## src/hdl/lpfc_pkg.sv

```systemverilog
package lpfc_pkg;

    localparam int unsigned BYTE_W  = 8;
    localparam int unsigned LIMIT_W = 17;
    localparam int unsigned LEN_W   = 17;
    localparam int unsigned STAT_W  = 2;
    localparam int unsigned ADDR_W  = 3;
    localparam int unsigned APB_W   = 32;
    localparam int unsigned WORD_W  = 32;

    localparam logic [LIMIT_W-1:0] MAX_FRAME_RESET = 17'd4096;

    localparam logic [ADDR_W-1:0] REG_MAX_FRAME = 3'd0;

    localparam logic [STAT_W-1:0] ST_OK        = 2'd0;
    localparam logic [STAT_W-1:0] ST_LEN_FAULT = 2'd1;
    localparam logic [STAT_W-1:0] ST_CRC_FAULT = 2'd2;

    localparam logic [WORD_W-1:0] CRC_POLY = 32'hEDB8_8320;
    localparam logic [WORD_W-1:0] CRC_INIT = 32'hFFFF_FFFF;

    localparam logic [1:0] LEN_LAST_BYTE = 2'd3;

    typedef enum logic [1:0] {
        PH_LEN  = 2'b01,
        PH_BODY = 2'b10
    } t_phase;

    function automatic logic [WORD_W-1:0] lpfc_crc_byte(
        input logic [WORD_W-1:0] crc,
        input logic [BYTE_W-1:0] data
    );
        logic [WORD_W-1:0] acc;
        acc = crc ^ {24'd0, data};
        for (int k = 0; k < BYTE_W; k++) begin
            acc = (acc >> 1) ^ (acc[0] ? CRC_POLY : '0);
        end
        return acc;
    endfunction

endpackage

```

## src/hdl/lpfc_regs.sv

```systemverilog
module lpfc_regs (
    input  logic                           i_clk,
    input  logic                           i_rst_n,
    input  logic                           psel,
    input  logic                           penable,
    input  logic                           pwrite,
    input  logic [lpfc_pkg::ADDR_W-1:0]    paddr,
    input  logic [lpfc_pkg::APB_W-1:0]     pwdata,
    output logic [lpfc_pkg::APB_W-1:0]     prdata,
    output logic                           pready,
    output logic [lpfc_pkg::LIMIT_W-1:0]   o_max_frame_bytes
);
    import lpfc_pkg::*;

    logic [LIMIT_W-1:0] r_max_frame;
    logic               sel_max;

    assign sel_max = ({paddr[ADDR_W-1:2], 2'b00} == REG_MAX_FRAME);

    always_ff @(posedge i_clk) begin
        if (!i_rst_n) begin
            r_max_frame <= MAX_FRAME_RESET;
        end else if (psel && penable && pwrite && sel_max) begin
            r_max_frame <= pwdata[LIMIT_W-1:0];
        end
    end

    always_comb begin
        prdata = '0;
        if (sel_max) begin
            prdata = {{(APB_W-LIMIT_W){1'b0}}, r_max_frame};
        end
    end

    assign pready            = 1'b1;
    assign o_max_frame_bytes = r_max_frame;

endmodule

```

## config.mk

```make
export PLATFORM = sky130hd
export DESIGN_NAME = lpfc_regs
export DESIGN_NICKNAME = d
export VERILOG_FILES = /design/src/hdl/lpfc_pkg.sv /design/src/hdl/lpfc_regs.sv
export SDC_FILE = /design/constraint.sdc
export NUM_CORES = 1
export LEC_CHECK = 0
export BUFFER_PORTS_ARGS = -buffer_cell sky130_fd_sc_hd__buf_2
export CORE_UTILIZATION = 36
export DETAILED_ROUTE_END_ITERATION = 10
export PLACE_DENSITY_LB_ADDON = 0.2
export SYNTH_ARGS = -nofsm -noshare
export SYNTH_HDL_FRONTEND = slang
export SYNTH_SLANG_ARGS = --single-unit
```

## constraint.sdc

```tcl
create_clock -name i_clk -period 1.1 [get_ports i_clk]
set_input_delay 0.055 -clock i_clk [delete_from_list [all_inputs] [get_ports i_clk]]
set_output_delay 0.055 -clock i_clk [all_outputs]
set_load 0.01 [all_outputs]
```

# After elaboration in Yosys (flattened, before gate mapping)
# Index checks and enable logic that the tools add are counted.
[op_classes]
muxes = 1
bitwise_logic = 1
reduce_logical = 3
[ops]
columns = ["operator", "n"]
rows = [
  ["$mux 17", 1],
  ["$logic_and 1x1->1", 3],
  ["$not 1->1", 1],
]
[totals]
output_inout_bits = 50
in_bits = 40
reg_bits = 17
word_cells = 6

# Depth between registers and ports, before layout
[logic_depth]
word_depth = 3
ltp_mapped = 4
depth_no_buf = 2

# Worst setup path after synthesis
# Ideal clock, no wire load.
[synth_path]
path_kind = "input -> register"
start = "in paddr[2] (netlist bit)"
end = "reg r_max_frame[10], in the netlist o_max_frame_bytes[10]"
path_buffers = 2
setup_slack_ns = 0.296
setup_ns = 0.072
t_required_ns = 1.028
stages = 4
arrival_ns = 0.733
path_cell_list = "and4b_1 -> buf_6 -> buf_12 -> mux2i_1"
[synth_between]
elab_chain_cells = 2
[synth_lines]
columns = ["element", "line_no", "text"]
rows = [
  ["start, declared", "lpfc_regs.sv:7", "input logic [lpfc_pkg::ADDR_W-1:0] paddr,"],
  ["$not 1->1", "lpfc_regs.sv:18", "assign sel_max = ({paddr[ADDR_W-1:2], 2'b00} == REG_MAX_FRAME);"],
  ["$logic_and 1x1->1", "lpfc_regs.sv:23", "end else if (psel && penable && pwrite && sel_max) begin"],
  ["end signal, assigned", "lpfc_regs.sv:24", "r_max_frame <= pwdata[LIMIT_W-1:0];"],
  ["end, declared", "lpfc_regs.sv:15", "logic [LIMIT_W-1:0] r_max_frame;"],
]
# No other way between the ends.
# A chain may end at the register's enable or synchronous reset.

# Final worst setup path
[layout_path]
start = "reg r_max_frame[2], in the netlist o_max_frame_bytes[2]"
end = "out prdata[2] (netlist bit)"
[layout_between]
elab_chain_cells = 1
[layout_lines]
columns = ["element", "line_no", "text"]
rows = [
  ["$mux 17", "lpfc_regs.sv:30", "if (sel_max) begin"],
  ["end, declared", "lpfc_regs.sv:9", "output logic [lpfc_pkg::APB_W-1:0] prdata,"],
]
# No other way between the ends.

==> impl_metrics.env <==
export IMPL_status="finished, final reports clean"
export IMPL_max_stage_delay_ns=0.33
export IMPL_first_global_vias=623
export IMPL_min_to="o_max_frame_bytes[1]"
export IMPL_worstPathCellList="and2b_2 -> buf_2"
export IMPL_whs_ns=0.00878
export IMPL_start_kind="flip-flop"
export IMPL_coreArea_sq_mm=0.00250
export IMPL_vias=830
export IMPL_cts_buffer_depth=2
export IMPL_timing_final_hold_violations=0
export IMPL_boundaryPins=90
export IMPL_syn_instance_count=111
export IMPL_post_cts_setup_buffer_count=0
export IMPL_syn_area_sq_um=955
export IMPL_synthDominantCellAreaShare_pct=35.6
export IMPL_crit_reg2reg_launch="o_max_frame_bytes[2]"
export IMPL_final_gp_congestion=0.667
export IMPL_crit_fanout=3
export IMPL_number_of_slew_limit_violations_in_the_final_report=0
export IMPL_antenna_diode_count=0
export IMPL_placedInstanceArea_sq_mm=0.00120
export IMPL_cts_sinks=17
export IMPL_place_port_buffers=56
export IMPL_global_route_overflow_total=0
export IMPL_initial_utilization_pct=38.2
export IMPL_final_core_util_pct=50.8
export IMPL_nNetsFinal=210
export IMPL_floorplan_die_width_um=53.5
export IMPL_finalSetupTns_ns=0
export IMPL_postLayoutCellArea_sq_mm=0.00127
export IMPL_clock_root_buffer="sky130_fd_sc_hd__clkbuf_4"
export IMPL_post_route_min_period_ns=0.985
export IMPL_synth_seq_cells=17
export IMPL_layout_setup_ws_ns=0.115
export IMPL_cts_tree="done"
export IMPL_cells_taking_the_most_area_after_synthesis="sky130_fd_sc_hd__dfxtp_1, sky130_fd_sc_hd__mux2i_1, sky130_fd_sc_hd__buf_4, sky130_fd_sc_hd__nand2_1, sky130_fd_sc_hd__nor2b_1"
export IMPL_seq_power_share_pct=55.2
export IMPL_timing_hold_worst_path_depth=3
export IMPL_synth_most_common_cell="sky130_fd_sc_hd__nand2_1"
export IMPL_layout_drive_gt1_share_pct=40.8
export IMPL_worst_setup_hold_path_clk_slew_ns=0.09
export IMPL_first_iter_violations=4
export IMPL_ys_top_cells_by_count="sky130_fd_sc_hd__nand2_1, sky130_fd_sc_hd__dfxtp_1, sky130_fd_sc_hd__mux2i_1"
export IMPL_combinationalPowerShare_pct=17.0
export IMPL_power_leakage_nw=0.674
export IMPL_cp_num_buf_inv=1
export IMPL_sequential_share_of_the_synthesized_area_pct=35.6
export IMPL_synth_largest_area_cell="sky130_fd_sc_hd__dfxtp_1"
export IMPL_worstHoldStart="pwdata[1]"
export IMPL_min_period_over_period_pct=89.6
export IMPL_clkLatencyLatePin_ns=0.28
export IMPL_totalWireLength_mm=1.87
export IMPL_via_per_inst=4.17
export IMPL_dp_hpwl_mm=1.39
export IMPL_number_of_synthesized_flops_with_an_enable_pin=0
export IMPL_worstPathArrival_ns=0.93
export IMPL_yosys_cell_types_count=11
export IMPL_setup_violations_final=0
export IMPL_floorplan_die_area_sq_mm=0.00286
export IMPL_worst_ir_drop_vdd_uv=742
export IMPL_synthArstFlopShare_pct=0
export IMPL_worstHoldPathType="input port to flip-flop"
export IMPL_dp_cells=191
export IMPL_p_clk_share_pct=27.8
export IMPL_drt_pass1_iterations=3
export IMPL_rsz0062_at_grt="no"
export IMPL_grt_first_pass_wirelength_mm=2.73
export IMPL_critical_path_top_delay_family="flip-flops"
export IMPL_postSynth_topFlopCell="sky130_fd_sc_hd__dfxtp_1"
export IMPL_fillerInstances=244
export IMPL_detailedPlace_worstSlack_ns=0.165
export IMPL_largest_reg_flops=17
export IMPL_number_of_antenna_violations_at_the_first_check_in_global_routing=0
export IMPL_crit_required_ns=1.04
export IMPL_report_power_total_mw=1.15
export IMPL_timing_reg2reg_setup_slack_ns=0.49
export IMPL_grt_total_usage_pct=13.6
export IMPL_floorplan_rows=18
export IMPL_critical_path_slowest_cell="sky130_fd_sc_hd__dfxtp_1"
export IMPL_flow_area_growth_from_synthesis_pct=32.9
export IMPL_final_setup_skew_ns=0
export IMPL_cap_violations=0
export IMPL_power_switching_share_pct=25.3
export IMPL_cellPowerDensity_mw_per_mm2=910
export IMPL_critPathKind="flip-flop to output port"
export IMPL_finish_cell_count_without_fillers=199
export IMPL_internal_power_mw=0.862
export IMPL_numCtsBuffers=3
export IMPL_largest_net_degree_at_the_start_of_global_routing=19
export IMPL_die_h_um=53.5
export IMPL_avgRoutedWirePerCell_um=9.41
export IMPL_route_antenna_remaining_nets=0
export IMPL_endpoint_kind="output port"
export IMPL_p_sw_mw=0.292
export IMPL_synth_warnings=0
export IMPL_drc_errors=0
export IMPL_worst_r2r_endpoint="o_max_frame_bytes[2]"
export IMPL_worstRegToRegCells=2
export IMPL_post_synth_cell_area_avg_sq_um=8.60
export IMPL_fmax_ghz=1.02
export IMPL_htreeDepth=1
## area by class of cell
class / instances / area [sq um] / share of cell area [%]
clock buffer: 4 / 26.3 / 2.07
multi-input combinational: 85 / 497 / 39.2
sequential: 17 / 340 / 26.8
tap: 30 / 37.5 / 2.96
timing repair buffer: 63 / 368 / 29.0
## power by group through the flow
stage               Sequential [mW]  Combinational [mW]  Clock, mW
CTS                           0.637               0.190      0.341
global route                  0.640               0.222      0.374
detailed placement            0.651               0.187          0
floorplan                     0.658               0.144          0
finish                        0.637               0.197      0.321
global placement              0.650               0.183          0
## per-layer routing
metal | vias to the layer above | GRT usage, % | wire length (um)
met2 | 38 | 24.0 | 894
li1 | 431 | - | -
met5 | - | 0 | 0
met4 | 0 | 2.63 | 18
met3 | 2 | 6.03 | 145
met1 | 359 | 14.9 | 813
## how the worst max path moves through the flow
stage,depth (start not counted),startpoint,to,slack (ns)
after floorplan,4,paddr[2],o_max_frame_bytes[10],0.30
after global placement,4,paddr[2],o_max_frame_bytes[7],0.21
after detailed placement,4,paddr[2],o_max_frame_bytes[9],0.16
after CTS,2,o_max_frame_bytes[1],prdata[1],0.1
after global routing,2,o_max_frame_bytes[0],prdata[0],0.05
final,2,o_max_frame_bytes[2],prdata[2],0.11
## cells by family (layout without fill, tap and decap cells)
family | Yosys count | after routing | share of synthesized area (%)
buffers and inverters | 23 | 67 | 17.8
multiplexers | 17 | 17 | 17.8
other | 2 | 16 | 0.787
AND/OR/NAND/NOR | 52 | 52 | 27.9
flip-flops | 17 | 17 | 35.6
## layout by cell type (no fill, tap or decap)
| cell | n |
|---|---|
| sky130_fd_sc_hd__buf_2 | 56 |
| sky130_fd_sc_hd__dfxtp_1 | 17 |
| sky130_fd_sc_hd__nand2_1 | 32 |
| sky130_fd_sc_hd__nor2b_1 | 12 |
| sky130_fd_sc_hd__clkbuf_1 | 1 |
| sky130_fd_sc_hd__and4b_1 | 1 |
| sky130_fd_sc_hd__buf_4 | 1 |
| sky130_fd_sc_hd__mux2i_1 | 17 |
| sky130_fd_sc_hd__conb_1 | 16 |
| sky130_fd_sc_hd__and2b_2 | 7 |
| sky130_fd_sc_hd__clkbuf_4 | 3 |
| sky130_fd_sc_hd__dlygate4sd3_1 | 4 |
| sky130_fd_sc_hd__buf_12 | 2 |
## worst register-to-register path, cell delays in order (launching register included)
cell and delay [ns]:
sky130_fd_sc_hd__dfxtp_1 0.36, sky130_fd_sc_hd__nand2_1 0.06, sky130_fd_sc_hd__mux2i_1 0.13
## what timing repair did
action | CTS | global route
hold buffers | 1 | 3
gates resized for setup | 0 | 0
endpoints found under the hold margin | 1 | 3
endpoints found under the setup margin | 0 | 0
Power figures use the tool's default switching activity.
